===== config.mk =====
export PLATFORM = sky130hd
export DESIGN_NAME = single_switch_grid_scan_keyboard
export DESIGN_NICKNAME = d
export VERILOG_FILES = /design/src/hw/rtl/ssgk_pkg.sv /design/src/hw/rtl/ssgk_cfg.sv /design/src/hw/rtl/ssgk_engine.sv /design/src/hw/rtl/single_switch_grid_scan_keyboard.sv
export SDC_FILE = /design/constraint.sdc
export NUM_CORES = 1
export LEC_CHECK = 0
export BUFFER_PORTS_ARGS = -buffer_cell sky130_fd_sc_hd__buf_2
export CORE_UTILIZATION = 40
export DETAILED_ROUTE_END_ITERATION = 12
export RECOVER_POWER = 25
export SYNTH_ARGS = -nofsm -noshare
export SYNTH_HDL_FRONTEND = slang
export SYNTH_SLANG_ARGS = --single-unit

===== constraint.sdc =====
create_clock -name clk -period 4.9 [get_ports clk]
set_input_delay 0.98 -clock clk [delete_from_list [all_inputs] [get_ports clk]]
set_output_delay 0.98 -clock clk [all_outputs]
set_load 0.02 [all_outputs]

===== src/hw/rtl/ssgk_pkg.sv =====
// shared types, codes and the glyph table of the scanning keyboard
`timescale 1ns / 1ps
package ssgk_pkg;

	localparam int CFG_IDX_W  = 2;
	localparam int CFG_DATA_W = 16;
	localparam int TIME_W     = 32;

	// register indexes
	localparam logic [CFG_IDX_W-1:0] CFG_TIMEOUT    = 2'd0;
	localparam logic [CFG_IDX_W-1:0] CFG_LONG_PRESS = 2'd1;
	localparam logic [CFG_IDX_W-1:0] CFG_AUTO_SHIFT = 2'd2;

	localparam logic [15:0] TIMEOUT_RST    = 16'd1500;
	localparam logic [15:0] LONG_PRESS_RST = 16'd2000;
	localparam logic        AUTO_SHIFT_RST = 1'b1;

	// request modes
	localparam logic [1:0] MODE_PRESS   = 2'd0;
	localparam logic [1:0] MODE_RELEASE = 2'd1;
	localparam logic [1:0] MODE_TICK    = 2'd2;
	localparam logic [1:0] MODE_START   = 2'd3;

	// selection levels
	localparam logic [1:0] LVL_BLOCK = 2'd0;
	localparam logic [1:0] LVL_ROW   = 2'd1;
	localparam logic [1:0] LVL_CHAR  = 2'd2;

	localparam logic signed [2:0] SEL_NONE = -3'sd1;

	typedef struct packed {
		logic [15:0] timeout_ms;
		logic [15:0] long_press_ms;
		logic        auto_shift;
	} cfg_t;

	typedef struct packed {
		logic               char_valid;
		logic [6:0]         char_out;
		logic [1:0]         level;
		logic signed [2:0]  block_sel;
		logic signed [2:0]  row_sel;
		logic signed [2:0]  char_sel;
		logic               shift_state;
		logic               redraw;
	} result_t;

	// 4 blocks x 3 rows x 3 characters, upper case
	function automatic logic [6:0] glyph(input logic [1:0] blk, input logic [1:0] row,
	                                     input logic [1:0] chr);
		logic [7:0] c;
		logic [5:0] key;
		key = {blk, row, chr};
		unique case (key)
			6'b00_00_00: c = "A";  6'b00_00_01: c = "B";  6'b00_00_10: c = "C";
			6'b00_01_00: c = "D";  6'b00_01_01: c = "E";  6'b00_01_10: c = "F";
			6'b00_10_00: c = "G";  6'b00_10_01: c = "H";  6'b00_10_10: c = "I";
			6'b01_00_00: c = "J";  6'b01_00_01: c = "K";  6'b01_00_10: c = "L";
			6'b01_01_00: c = "M";  6'b01_01_01: c = "N";  6'b01_01_10: c = "O";
			6'b01_10_00: c = "P";  6'b01_10_01: c = "Q";  6'b01_10_10: c = "R";
			6'b10_00_00: c = "S";  6'b10_00_01: c = "T";  6'b10_00_10: c = "U";
			6'b10_01_00: c = "V";  6'b10_01_01: c = "W";  6'b10_01_10: c = "X";
			6'b10_10_00: c = "Y";  6'b10_10_01: c = "Z";  6'b10_10_10: c = "?";
			6'b11_00_00: c = " ";  6'b11_00_01: c = ",";  6'b11_00_10: c = ".";
			6'b11_01_00: c = "(";  6'b11_01_01: c = "?";  6'b11_01_10: c = "!";
			6'b11_10_00: c = ")";  6'b11_10_01: c = ";";  6'b11_10_10: c = ":";
			default:     c = "A";
		endcase
		return c[6:0];
	endfunction

endpackage


===== src/hw/rtl/ssgk_cfg.sv =====
// configuration registers of the scanning keyboard
`timescale 1ns / 1ps
module ssgk_cfg (
	input  logic                            clk,
	input  logic                            arst_n,
	input  logic                            we,
	input  logic [ssgk_pkg::CFG_IDX_W-1:0]  idx,
	input  logic [ssgk_pkg::CFG_DATA_W-1:0] data,
	output ssgk_pkg::cfg_t                  cfg
);

	ssgk_pkg::cfg_t cfg_q;

	always_ff @(posedge clk or negedge arst_n) begin
		if (!arst_n) begin
			cfg_q.timeout_ms    <= ssgk_pkg::TIMEOUT_RST;
			cfg_q.long_press_ms <= ssgk_pkg::LONG_PRESS_RST;
			cfg_q.auto_shift    <= ssgk_pkg::AUTO_SHIFT_RST;
		end else if (we) begin
			unique case (idx)
				ssgk_pkg::CFG_TIMEOUT:    cfg_q.timeout_ms    <= data;
				ssgk_pkg::CFG_LONG_PRESS: cfg_q.long_press_ms <= data;
				ssgk_pkg::CFG_AUTO_SHIFT: cfg_q.auto_shift    <= data[0];
				default: ;
			endcase
		end
	end

	assign cfg = cfg_q;

endmodule


===== src/hw/rtl/ssgk_engine.sv =====
// selection state and its combinational update for one request
`timescale 1ns / 1ps
module ssgk_engine (
	input  logic                         clk,
	input  logic                         arst_n,
	input  ssgk_pkg::cfg_t               cfg,
	input  logic                         req_en,
	input  logic [1:0]                   mode,
	input  logic [ssgk_pkg::TIME_W-1:0]  now_ms,
	input  logic [ssgk_pkg::TIME_W-1:0]  hold_ms,
	output ssgk_pkg::result_t            res
);

	logic [1:0]                  level_q, level_d;
	logic signed [2:0]           block_q, block_d;
	logic signed [2:0]           row_q, row_d;
	logic signed [2:0]           char_q, char_d;
	logic [ssgk_pkg::TIME_W-1:0] last_q, last_d;
	logic                        shift_q, shift_d;

	logic [ssgk_pkg::TIME_W-1:0] elapsed;
	logic                        tick_hit;
	logic [6:0]                  raw_c, adj_c;
	logic                        valid, redraw;

	assign elapsed  = now_ms - last_q;
	assign tick_hit = (last_q != '0) &&
	                  (elapsed >= {{(ssgk_pkg::TIME_W-16){1'b0}}, cfg.timeout_ms});
	assign raw_c    = ssgk_pkg::glyph(block_q[1:0], row_q[1:0], char_q[1:0]);

	always_comb begin
		level_d = level_q;
		block_d = block_q;
		row_d   = row_q;
		char_d  = char_q;
		last_d  = last_q;
		shift_d = shift_q;
		valid   = 1'b0;
		redraw  = 1'b0;
		adj_c   = raw_c;
		unique case (mode)
			ssgk_pkg::MODE_PRESS: last_d = now_ms;
			ssgk_pkg::MODE_RELEASE: begin
				if (hold_ms < {{(ssgk_pkg::TIME_W-16){1'b0}}, cfg.long_press_ms}) begin
					redraw = 1'b1;
					priority case (level_q)
						ssgk_pkg::LVL_BLOCK: begin
							if (block_q[2] || block_q == 3'sd3) block_d = 3'sd0;
							else block_d = 3'(block_q + 3'sd1);
						end
						ssgk_pkg::LVL_ROW: begin
							if (row_q[2]) row_d = 3'sd0;
							else if (row_q == 3'sd2) begin
								level_d = ssgk_pkg::LVL_BLOCK;
								block_d = ssgk_pkg::SEL_NONE;
								row_d   = ssgk_pkg::SEL_NONE;
								char_d  = ssgk_pkg::SEL_NONE;
							end else row_d = 3'(row_q + 3'sd1);
						end
						default: begin
							if (char_q[2]) char_d = 3'sd0;
							else if (char_q == 3'sd2) begin
								level_d = ssgk_pkg::LVL_BLOCK;
								block_d = ssgk_pkg::SEL_NONE;
								row_d   = ssgk_pkg::SEL_NONE;
								char_d  = ssgk_pkg::SEL_NONE;
							end else char_d = 3'(char_q + 3'sd1);
						end
					endcase
					last_d = now_ms;
				end
			end
			ssgk_pkg::MODE_TICK: begin
				if (tick_hit) begin
					redraw = 1'b1;
					last_d = '0;
					priority case (level_q)
						ssgk_pkg::LVL_BLOCK: begin
							if (!block_q[2]) begin
								level_d = ssgk_pkg::LVL_ROW;
								row_d   = ssgk_pkg::SEL_NONE;
								char_d  = ssgk_pkg::SEL_NONE;
							end
						end
						ssgk_pkg::LVL_ROW: begin
							if (!row_q[2]) begin
								level_d = ssgk_pkg::LVL_CHAR;
								char_d  = ssgk_pkg::SEL_NONE;
							end
						end
						default: begin
							if (!char_q[2]) begin
								valid = 1'b1;
								// table holds upper case; fold letters down without shift
								if (shift_q) begin
									if (cfg.auto_shift) shift_d = 1'b0;
								end else if (raw_c >= 7'h41 && raw_c <= 7'h5A) begin
									adj_c = 7'(raw_c + 7'h20);
								end
								if (adj_c == 7'h2E || adj_c == 7'h21 || adj_c == 7'h3F)
									shift_d = 1'b1;
								level_d = ssgk_pkg::LVL_BLOCK;
								block_d = ssgk_pkg::SEL_NONE;
								row_d   = ssgk_pkg::SEL_NONE;
								char_d  = ssgk_pkg::SEL_NONE;
							end
						end
					endcase
				end
			end
			default: begin
				level_d = ssgk_pkg::LVL_BLOCK;
				block_d = ssgk_pkg::SEL_NONE;
				row_d   = ssgk_pkg::SEL_NONE;
				char_d  = ssgk_pkg::SEL_NONE;
				last_d  = '0;
			end
		endcase
	end

	always_ff @(posedge clk or negedge arst_n) begin
		if (!arst_n) begin
			level_q <= ssgk_pkg::LVL_BLOCK;
			block_q <= ssgk_pkg::SEL_NONE;
			row_q   <= ssgk_pkg::SEL_NONE;
			char_q  <= ssgk_pkg::SEL_NONE;
			last_q  <= '0;
			shift_q <= 1'b0;
		end else if (req_en) begin
			level_q <= level_d;
			block_q <= block_d;
			row_q   <= row_d;
			char_q  <= char_d;
			last_q  <= last_d;
			shift_q <= shift_d;
		end
	end

	always_comb begin
		res.char_valid  = valid;
		res.char_out    = valid ? adj_c : 7'd0;
		res.level       = level_d;
		res.block_sel   = block_d;
		res.row_sel     = row_d;
		res.char_sel    = char_d;
		res.shift_state = shift_d;
		res.redraw      = redraw;
	end

endmodule


===== src/hw/rtl/single_switch_grid_scan_keyboard.sv =====
// top level of the single-switch grid scanning keyboard
// path: the input register, then the result register on the master side
// throughput: one request per cycle unless m_tready is low; selection state updates
//   in the cycle a request leaves the input register; the next one sees it at once
// reset: arst_n clears both stages, the selection to block level with nothing
//   highlighted, the press timestamp and shift, and loads the register defaults
`timescale 1ns / 1ps
module single_switch_grid_scan_keyboard (
	input  logic                            clk,
	input  logic                            arst_n,
	// configuration write port
	input  logic                            cfg_we,
	input  logic [ssgk_pkg::CFG_IDX_W-1:0]  cfg_idx,
	input  logic [ssgk_pkg::CFG_DATA_W-1:0] cfg_data,
	// request side
	input  logic                            s_tvalid,
	output logic                            s_tready,
	input  logic [63:0]                     s_tdata,   // now_ms[31:0], hold_ms[63:32]
	input  logic [1:0]                      s_tuser,   // mode[1:0]
	// result side
	output logic                            m_tvalid,
	input  logic                            m_tready,
	output logic [23:0]                     m_tdata,   // char_out[6:0], level[8:7],
	                                                   // block_sel[11:9], row_sel[14:12],
	                                                   // char_sel[17:15], shift_state[18],
	                                                   // redraw[19], zero[23:20]
	output logic [0:0]                      m_tuser    // char_valid[0]
);

	ssgk_pkg::cfg_t    cfg;
	ssgk_pkg::result_t res, res_q;

	// input register
	logic                        valid_s1;
	logic [1:0]                  mode_s1;
	logic [ssgk_pkg::TIME_W-1:0] now_s1, hold_s1;

	logic out_valid_q;
	logic advance;   // request in the input register moves to the result register

	assign advance  = valid_s1 && (!out_valid_q || m_tready);
	assign s_tready = !valid_s1 || advance;

	ssgk_cfg u_cfg (
		.clk    (clk),
		.arst_n (arst_n),
		.we     (cfg_we),
		.idx    (cfg_idx),
		.data   (cfg_data),
		.cfg    (cfg)
	);

	always_ff @(posedge clk or negedge arst_n) begin
		if (!arst_n) valid_s1 <= 1'b0;
		else if (s_tready) valid_s1 <= s_tvalid;
	end

	// payload needs no reset
	always_ff @(posedge clk) begin
		if (s_tready && s_tvalid) begin
			mode_s1 <= s_tuser;
			now_s1  <= s_tdata[31:0];
			hold_s1 <= s_tdata[63:32];
		end
	end

	// state advances only when the request is handed to the result register
	ssgk_engine u_engine (
		.clk     (clk),
		.arst_n  (arst_n),
		.cfg     (cfg),
		.req_en  (advance),
		.mode    (mode_s1),
		.now_ms  (now_s1),
		.hold_ms (hold_s1),
		.res     (res)
	);

	// result register, holds while the master side stalls
	always_ff @(posedge clk or negedge arst_n) begin
		if (!arst_n) out_valid_q <= 1'b0;
		else if (!out_valid_q || m_tready) out_valid_q <= valid_s1;
	end

	always_ff @(posedge clk) begin
		if (advance) res_q <= res;
	end

	assign m_tvalid = out_valid_q;
	assign m_tuser  = res_q.char_valid;
	assign m_tdata  = {4'd0, res_q.redraw, res_q.shift_state, res_q.char_sel,
	                   res_q.row_sel, res_q.block_sel, res_q.level, res_q.char_out};

endmodule

==> results of run 1 <==
-- flip-flops by register name, indices dropped and copies added, names as in the netlist --
| register | flops |
|---|---|
| hold_s1 | 32 |
| m_tdata | 20 |
| m_tuser | 1 |
| m_tvalid | 1 |
| mode_s1 | 2 |
| now_s1 | 32 |
| u_cfg.cfg | 33 |
| u_engine.block_q | 3 |
| u_engine.char_q | 3 |
| u_engine.last_q | 32 |
| u_engine.level_q | 2 |
| u_engine.row_q | 3 |
| u_engine.shift_q | 1 |
| valid_s1 | 1 |
-- worst max-delay path by stage --
stage | startpoint | cells after the start | slack, ns | end
detailed placement | now_s1[0] | 20 | 0.08 | m_tdata[9]
floorplan | now_s1[4] | 19 | 0.48 | m_tdata[17]
CTS | now_s1[0] | 20 | 0.06 | m_tdata[9]
global placement | now_s1[0] | 20 | 0.19 | m_tdata[9]
global route | now_s1[0] | 25 | -0.07 | u_engine.last_q[7]
finish | now_s1[3] | 20 | 0.21 | u_engine.last_q[7]
-- logic make-up after synthesis --
group	after synthesis
AOI/OAI and AO/OA	363
DFF	166
xor gates and xnor gates	21
adders and majority gates	80
buffers and inverters	170
and+or+nand+nor	386
muxes	32
other	1
-- placed cells by master (no fill, tap or decap), drive strengths merged, types with 11 or more instances in the layout --
cell type | Yosys | layout
ha | 79 | 79
or3 | 36 | 36
edfxtp | 87 | 87
xnor2 | 14 | 14
nand2b | 11 | 11
a21o | 39 | 39
nand4 | 46 | 46
nand2 | 122 | 122
clkbuf | 59 | 23
a21oi | 75 | 75
nor2 | 56 | 56
inv | 89 | 98
buf | 21 | 141
a31oi | 13 | 13
nor3 | 20 | 20
nor4 | 13 | 13
o41a | 29 | 29
dfrtp | 56 | 56
mux2 | 22 | 22
nand3 | 27 | 27
nor2b | 14 | 14
o21ai | 109 | 109
dfstp | 23 | 23
-- critical path: cells and delay by family (launching register included) --
| family | cells | cell delay (ns) |
|---|---|---|
| buf+inv | 4 | 0.66 |
| flops | 1 | 0.46 |
| compound gates | 8 | 1.46 |
| simple gates | 5 | 1.16 |
| xor+xnor | 1 | 0.12 |
| fa+ha+maj | 2 | 0.74 |
-- final cells by class --
cell class	instances	area, um^2	area share (%)
well taps	378	473.0	3.597
clock buffers	17	425.4	3.236
repair buffers	147	902.1	6.861
clock inverters	15	209.0	1.589
multi-input cells	886	6181	47.01
flip-flops and latches	166	4619	35.14
inverters	90	337.8	2.569
-- repair_timing --
action | CTS | global route
buffers inserted | 0 | 9
setup endpoints to repair | 0 | 63
resized for setup | 0 | 37
-- stage by stage --
step / cell area, um^2 / util [%] / instances / hold slack, ns / worst slack, ns
after detailed placement: 12230 / 43.89 / 1655 / 0.4889 / 0.07788
after CTS: 12860 / 46.16 / 1687 / 0.5109 / 0.06155
after floorplan: 11340 / - / 1222 / 0.4572 / 0.4844
final: 13150 / 47.20 / 1699 / 0.5050 / 0.2083
after global routing: 13150 / 47.20 / 1699 / 0.5227 / -0.06883
after global placement: 12230 / 43.89 / 1655 / 0.4823 / 0.1904
-- power breakdown --
part | total (uW) | switching, uW | leakage, uW | internal (uW)
logic | 2730 | 1620 | 0.00336 | 1110
registers | 2000 | 255 | 0.00176 | 1750
clock network | 1430 | 720 | 0.000306 | 711
-- metal layers --
| metal | GRT usage [%] | vias to the layer above |
|---|---|---|
| met1 | 28.93 | 4715 |
| met5 | 0 | - |
| met4 | 6.541 | 0 |
| li1 | - | 4699 |
| met3 | 2.698 | 31 |
| met2 | 35.33 | 316 |
==> flow_metrics.env, run 1 <==
export IMPL_power_density_nw_per_um2=468.7
export IMPL_synth_top_family_by_area="compound AO/OA/AOI/OAI gates"
export IMPL_drv_slew=47
export IMPL_via_per_inst=5.745
export IMPL_grt_start_max_net_pins=67
export IMPL_power_leakage_uw=0.005425
export IMPL_synth_edff_count=87
export IMPL_cp_slowest_cell="edfxtp_1"
export IMPL_arrival_ns=5.08
export IMPL_synthAdderAreaFrac_pct=8.902
export IMPL_first_global_vias=9125
export IMPL_ys_types=83
export IMPL_outcome="finished with violations"
export IMPL_cp_end_kind="flop"
export IMPL_fmax_mhz=213.1
export IMPL_ir_drop_mv=0.2116
export IMPL_p_total_uw=6163
export IMPL_synth_seq_area_share_pct=40.77
export IMPL_diodes=0
export IMPL_async_flop_share_pct=47.59
export IMPL_ys_warn_count=0
export IMPL_overflow=0
export IMPL_crit_required_ns=5.28
export IMPL_synth_main_ff_cell="edfxtp_1"
export IMPL_synthTopCellsByCount="nand2_1 (122), o21ai_0 (101), inv_1 (89), edfxtp_1 (87), ha_1 (79)"
export IMPL_maxSlewHeadroom_pct=-88.98
export IMPL_num_rows=61
export IMPL_drt_wl_total_um=30790
export IMPL_reg2reg_setup_slack_ns=0.21
export IMPL_portBuffers=111
export IMPL_postRouteAntennaNets=0
export IMPL_setup_violations=0
export IMPL_setup_tns_ns=0
export IMPL_cts_made_buffers=17
export IMPL_path_max_fanout=8
export IMPL_min_to="m_tvalid"
export IMPL_critical_path_class="reg -> reg"
export IMPL_route_met2_wl_um=14690
export IMPL_dp_hpwl_um=21560
export IMPL_grt_total_usage_pct=21.33
export IMPL_die_h_um=170.3
export IMPL_core_area_um2=27860
export IMPL_dr_max_layer_used="met4"
export IMPL_skew_ns=0.01991
export IMPL_ctsLongestPathBuffers=2
export IMPL_cts_sinks=166
export IMPL_drc=0
export IMPL_finalHoldViolations=0
export IMPL_drtIter0Drc=821
export IMPL_finalCritPeriodShare_pct=95.75
export IMPL_firstDrtPassIters=5
export IMPL_ys_top_cells_by_area="edfxtp_1 (23%), dfrtp_1 (12%), ha_1 (8.7%), dfstp_2 (5.3%), o21ai_0 (4.5%)"
export IMPL_synth_simple_area_share_pct=17.29
export IMPL_avgSynthCellArea_um2=9.293
export IMPL_wire_per_inst_um=18.12
export IMPL_synth_seq_cells=166
export IMPL_fp_dieArea_um2=29000
export IMPL_cts_root_buffer="clkbuf_16"
export IMPL_gp_congestion=0.9279
export IMPL_muxShareOfSynthArea_pct=3.181
export IMPL_cts_hold_fix_buffers=0
export IMPL_min_from="valid_s1"
export IMPL_start_kind="flop"
export IMPL_rr_startpoint="now_s1[3]"
export IMPL_holdPathStages=1
export IMPL_nets=1477
export IMPL_syn_to_final_growth_pct=16.06
export IMPL_met3_length_um=1572
export IMPL_grt_pass1_wl_um=48540
export IMPL_drv_cap=1
export IMPL_num_fill_cells=2688
export IMPL_synth_top_area_share_pct=23.06
export IMPL_cts_max_level=4
export IMPL_drt_met1_wl_um=14100
export IMPL_layout_min_cycle_time_ns=4.692
export IMPL_vias=9761
export IMPL_yosys_area_top_type="edfxtp_1"
export IMPL_syn_inst=1219
export IMPL_path_clk_slew_ns=0.08
export IMPL_initial_core_util_pct=40.66
export IMPL_reg2regPathDepth=20
export IMPL_io_pins=116
export IMPL_hold_class="reg -> reg"
export IMPL_tightestPinTransition_ns=2.835
export IMPL_syn_area_um2=11330
export IMPL_antenna_found_initial=0
export IMPL_cts_tree="done"
export IMPL_cpPeakStageDelay_ns=0.46
export IMPL_synth_most_common_cell="nand2_1"
export IMPL_clock_latency_ns=0.45
export IMPL_synth_compound_area_share_pct=22.07
export IMPL_cp_cell_sequence="ha_2 > a311oi_2 > buf_4 > a2111o_1 > and2_1 > xnor2_1 > ha_1 > a21oi_1 > nor2b_1 > o21ai_0 > o221ai_1 > nor4_1 > nand4_1 > nor4b_4 > a31oi_4 > buf_8 > o21ai_4 > buf_12 > buf_6 > a21o_1"
export IMPL_layout_drive_gt1_share_pct=20.06
export IMPL_violations="capacitance limit, slew limit"
export IMPL_synth_xor_xnor_area_share_pct=1.624
export IMPL_die_w_um=170.3
export IMPL_r2r_end="u_engine.last_q[7]"
(Power assumes the default switching activity.)
==> inputs of run 2 (changes only) <==
clock period = 4.7 ns   (was 4.9 ns; I/O delays follow)
==> run 2 against run 1 <==
  * The flow still finishes with violations (capacitance limit, slew limit)
  * Via count shrank 0.16%
  * First-iteration DRC count shrank 9.4%
  * Clock skew shrank 0.00091 ns
  * Combinational power grew 6%
  * Cell count grew 0.41%
  * Critical path type unchanged
  * Critical endpoint is now m_tdata[18]
==> flow_metrics.env, run 2 (synthesis gave the netlist of run 1 again) <==
export IMPL_outcome="finished with violations"
export IMPL_violations="capacitance limit, slew limit"
export IMPL_critical_path_class="reg -> reg"
export IMPL_num_fill_cells=2660
export IMPL_finalHoldViolations=0
export IMPL_overflow=0
export IMPL_dp_hpwl_um=21470
export IMPL_regArea_um2=4619
export IMPL_cp_cell_sequence="inv_2 > ha_4 > and2_4 > or3_4 > o21ai_2 > and2_4 > o21ai_4 > o31ai_2 > xnor2_1 > ha_1 > nor2b_1 > o21ai_1 > o221ai_1 > nor4_1 > nand4_1 > nor4b_4 > a31oi_4 > clkbuf_16 > nand4_1 > a21bo_2"
export IMPL_io_pins=116
export IMPL_start_kind="flop"
export IMPL_cp_end_kind="flop"
export IMPL_final_common_cell="nand2_1"
export IMPL_grt_pass1_wl_um=47690
export IMPL_instances_no_fill=1706
export IMPL_drv_slew=47
export IMPL_vias=9745
export IMPL_postRouteAntennaNets=0
export IMPL_gp_congestion=0.9046
export IMPL_ir_drop_mv=0.1998
export IMPL_initial_core_util_pct=40.66
export IMPL_fmax_mhz=218.5
export IMPL_grt_total_usage_pct=20.98
export IMPL_grt_start_max_net_pins=67
export IMPL_finalCritPeriodShare_pct=97.38
export IMPL_die_h_um=170.3
export IMPL_syn_to_final_growth_pct=16.94
export IMPL_skew_ns=0.01900
export IMPL_cts_root_buffer="clkbuf_16"
export IMPL_holdPathStages=1
export IMPL_multiInputGateArea_um2=6254
export IMPL_power_leakage_uw=0.005473
export IMPL_cts_tree="done"
export IMPL_nets=1484
export IMPL_cts_made_buffers=17
export IMPL_via_per_inst=5.712
export IMPL_path_clk_slew_ns=0.08
export IMPL_placed_cells=1663
export IMPL_cts_sinks=166
export IMPL_path_max_fanout=5
export IMPL_reg2regPathDepth=20
export IMPL_cp_slowest_cell="dfrtp_1"
export IMPL_first_global_vias=8973
export IMPL_num_rows=61
export IMPL_setup_violations=0
export IMPL_setup_tns_ns=0
export IMPL_clock_latency_ns=0.45
export IMPL_fp_dieArea_um2=29000
export IMPL_core_area_um2=27860
export IMPL_drt_wl_total_um=30090
export IMPL_rsz0062_at_grt="yes"
export IMPL_diodes=0
export IMPL_layout_min_cycle_time_ns=4.577
export IMPL_die_w_um=170.3
export IMPL_drv_cap=1
export IMPL_hold_class="reg -> reg"
export IMPL_firstDrtPassIters=7
export IMPL_maxSlewHeadroom_pct=-97.38
export IMPL_crit_required_ns=4.91
export IMPL_wire_per_inst_um=17.64
export IMPL_portBuffers=111
export IMPL_largest_register_ffs=33
export IMPL_cts_max_level=4
export IMPL_layout_drive_gt1_share_pct=21.76
export IMPL_antenna_found_initial=0
export IMPL_power_density_nw_per_um2=485.8
export IMPL_cts_hold_fix_buffers=0
export IMPL_layout_common_cells="nand2_1 (122), buf_2 (109), o21ai_0 (96)"
export IMPL_drtIter0Drc=744
export IMPL_cpPeakStageDelay_ns=0.41
export IMPL_drc=0
export IMPL_ctsLongestPathBuffers=2
export IMPL_tightestPinTransition_ns=2.961
export IMPL_final_util_pct=47.55
export IMPL_arrival_ns=4.78
-- run 2: layer usage --
| metal | vias up | global-route usage [%] | share of wire (%) |
|---|---|---|---|
| met5 | - | 0 | 0 |
| met4 | 0 | 5.758 | 1.7 |
| met3 | 35 | 3.256 | 4.3 |
| met2 | 255 | 35.46 | 48 |
| met1 | 4727 | 27.75 | 46 |
| li1 | 4728 | - | - |
-- run 2: critical path: cells and delay by family (launching register included) --
kind,cells,cell delay [ns]
XOR/XNOR,1,0.11
AO/OA/AOI/OAI,7,1.16
buffers and inverters,2,0.34
adder cells (fa/ha/maj),2,0.52
flip-flops,1,0.41
AND/OR/NAND/NOR,8,1.77
-- run 2: where the power goes --
group / leakage, uW / total, uW / internal (uW) / switching (uW)
Sequential: 0.00176 / 2080 / 1820 / 260
Combinational: 0.00341 / 2900 / 1210 / 1680
Clock: 0.000299 / 1460 / 728 / 732
-- run 2: path summary, 6_finish.rpt --
| kind | startpoint | endpoint | slack [ns] |
|---|---|---|---|
| setup / recovery | u_engine.last_q[4] | m_tdata[18] | 0.12 |
| hold / removal | valid_s1 | m_tvalid | 0.50 |
| setup reg to reg | u_engine.last_q[4] | m_tdata[18] | 0.12 |
| hold reg to reg | valid_s1 | m_tvalid | 0.50 |
| max in group asynchronous | arst_n | u_engine.last_q[1] | 1.37 |
| min in group asynchronous | arst_n | u_engine.level_q[0] | 1.46 |
-- run 2: final cells by class --
type                    instances  area share (%)
multi-input cells             886           47.20
flip-flops and latches        166           34.87
repair buffers                154           7.112
well taps                     378           3.570
clock buffers                  17           3.211
inverters                      90           2.550
clock inverters                15           1.483
-- run 2: what timing repair did --
action / in CTS / in global routing
setup endpoints to repair: 13 / 65
resized for setup: 3 / 47
setup buffers: 0 / 9
pin swaps: 1 / 21
cloned: 0 / 2
-- run 2: stage by stage --
step / setup slack, ns / total power (uW) / hold WS [ns] / cell area (um^2)
after CTS: 0.03412 / 6303 / 0.5014 / 12930
final: 0.1234 / 6436 / 0.4998 / 13250
after global placement: 0.1303 / 4768 / 0.4813 / 12300
after detailed placement: -0.07449 / 4810 / 0.4921 / 12300
after global routing: -0.08504 / 6902 / 0.5175 / 13250
after floorplan: 0.2844 / 4097 / 0.4572 / 11340
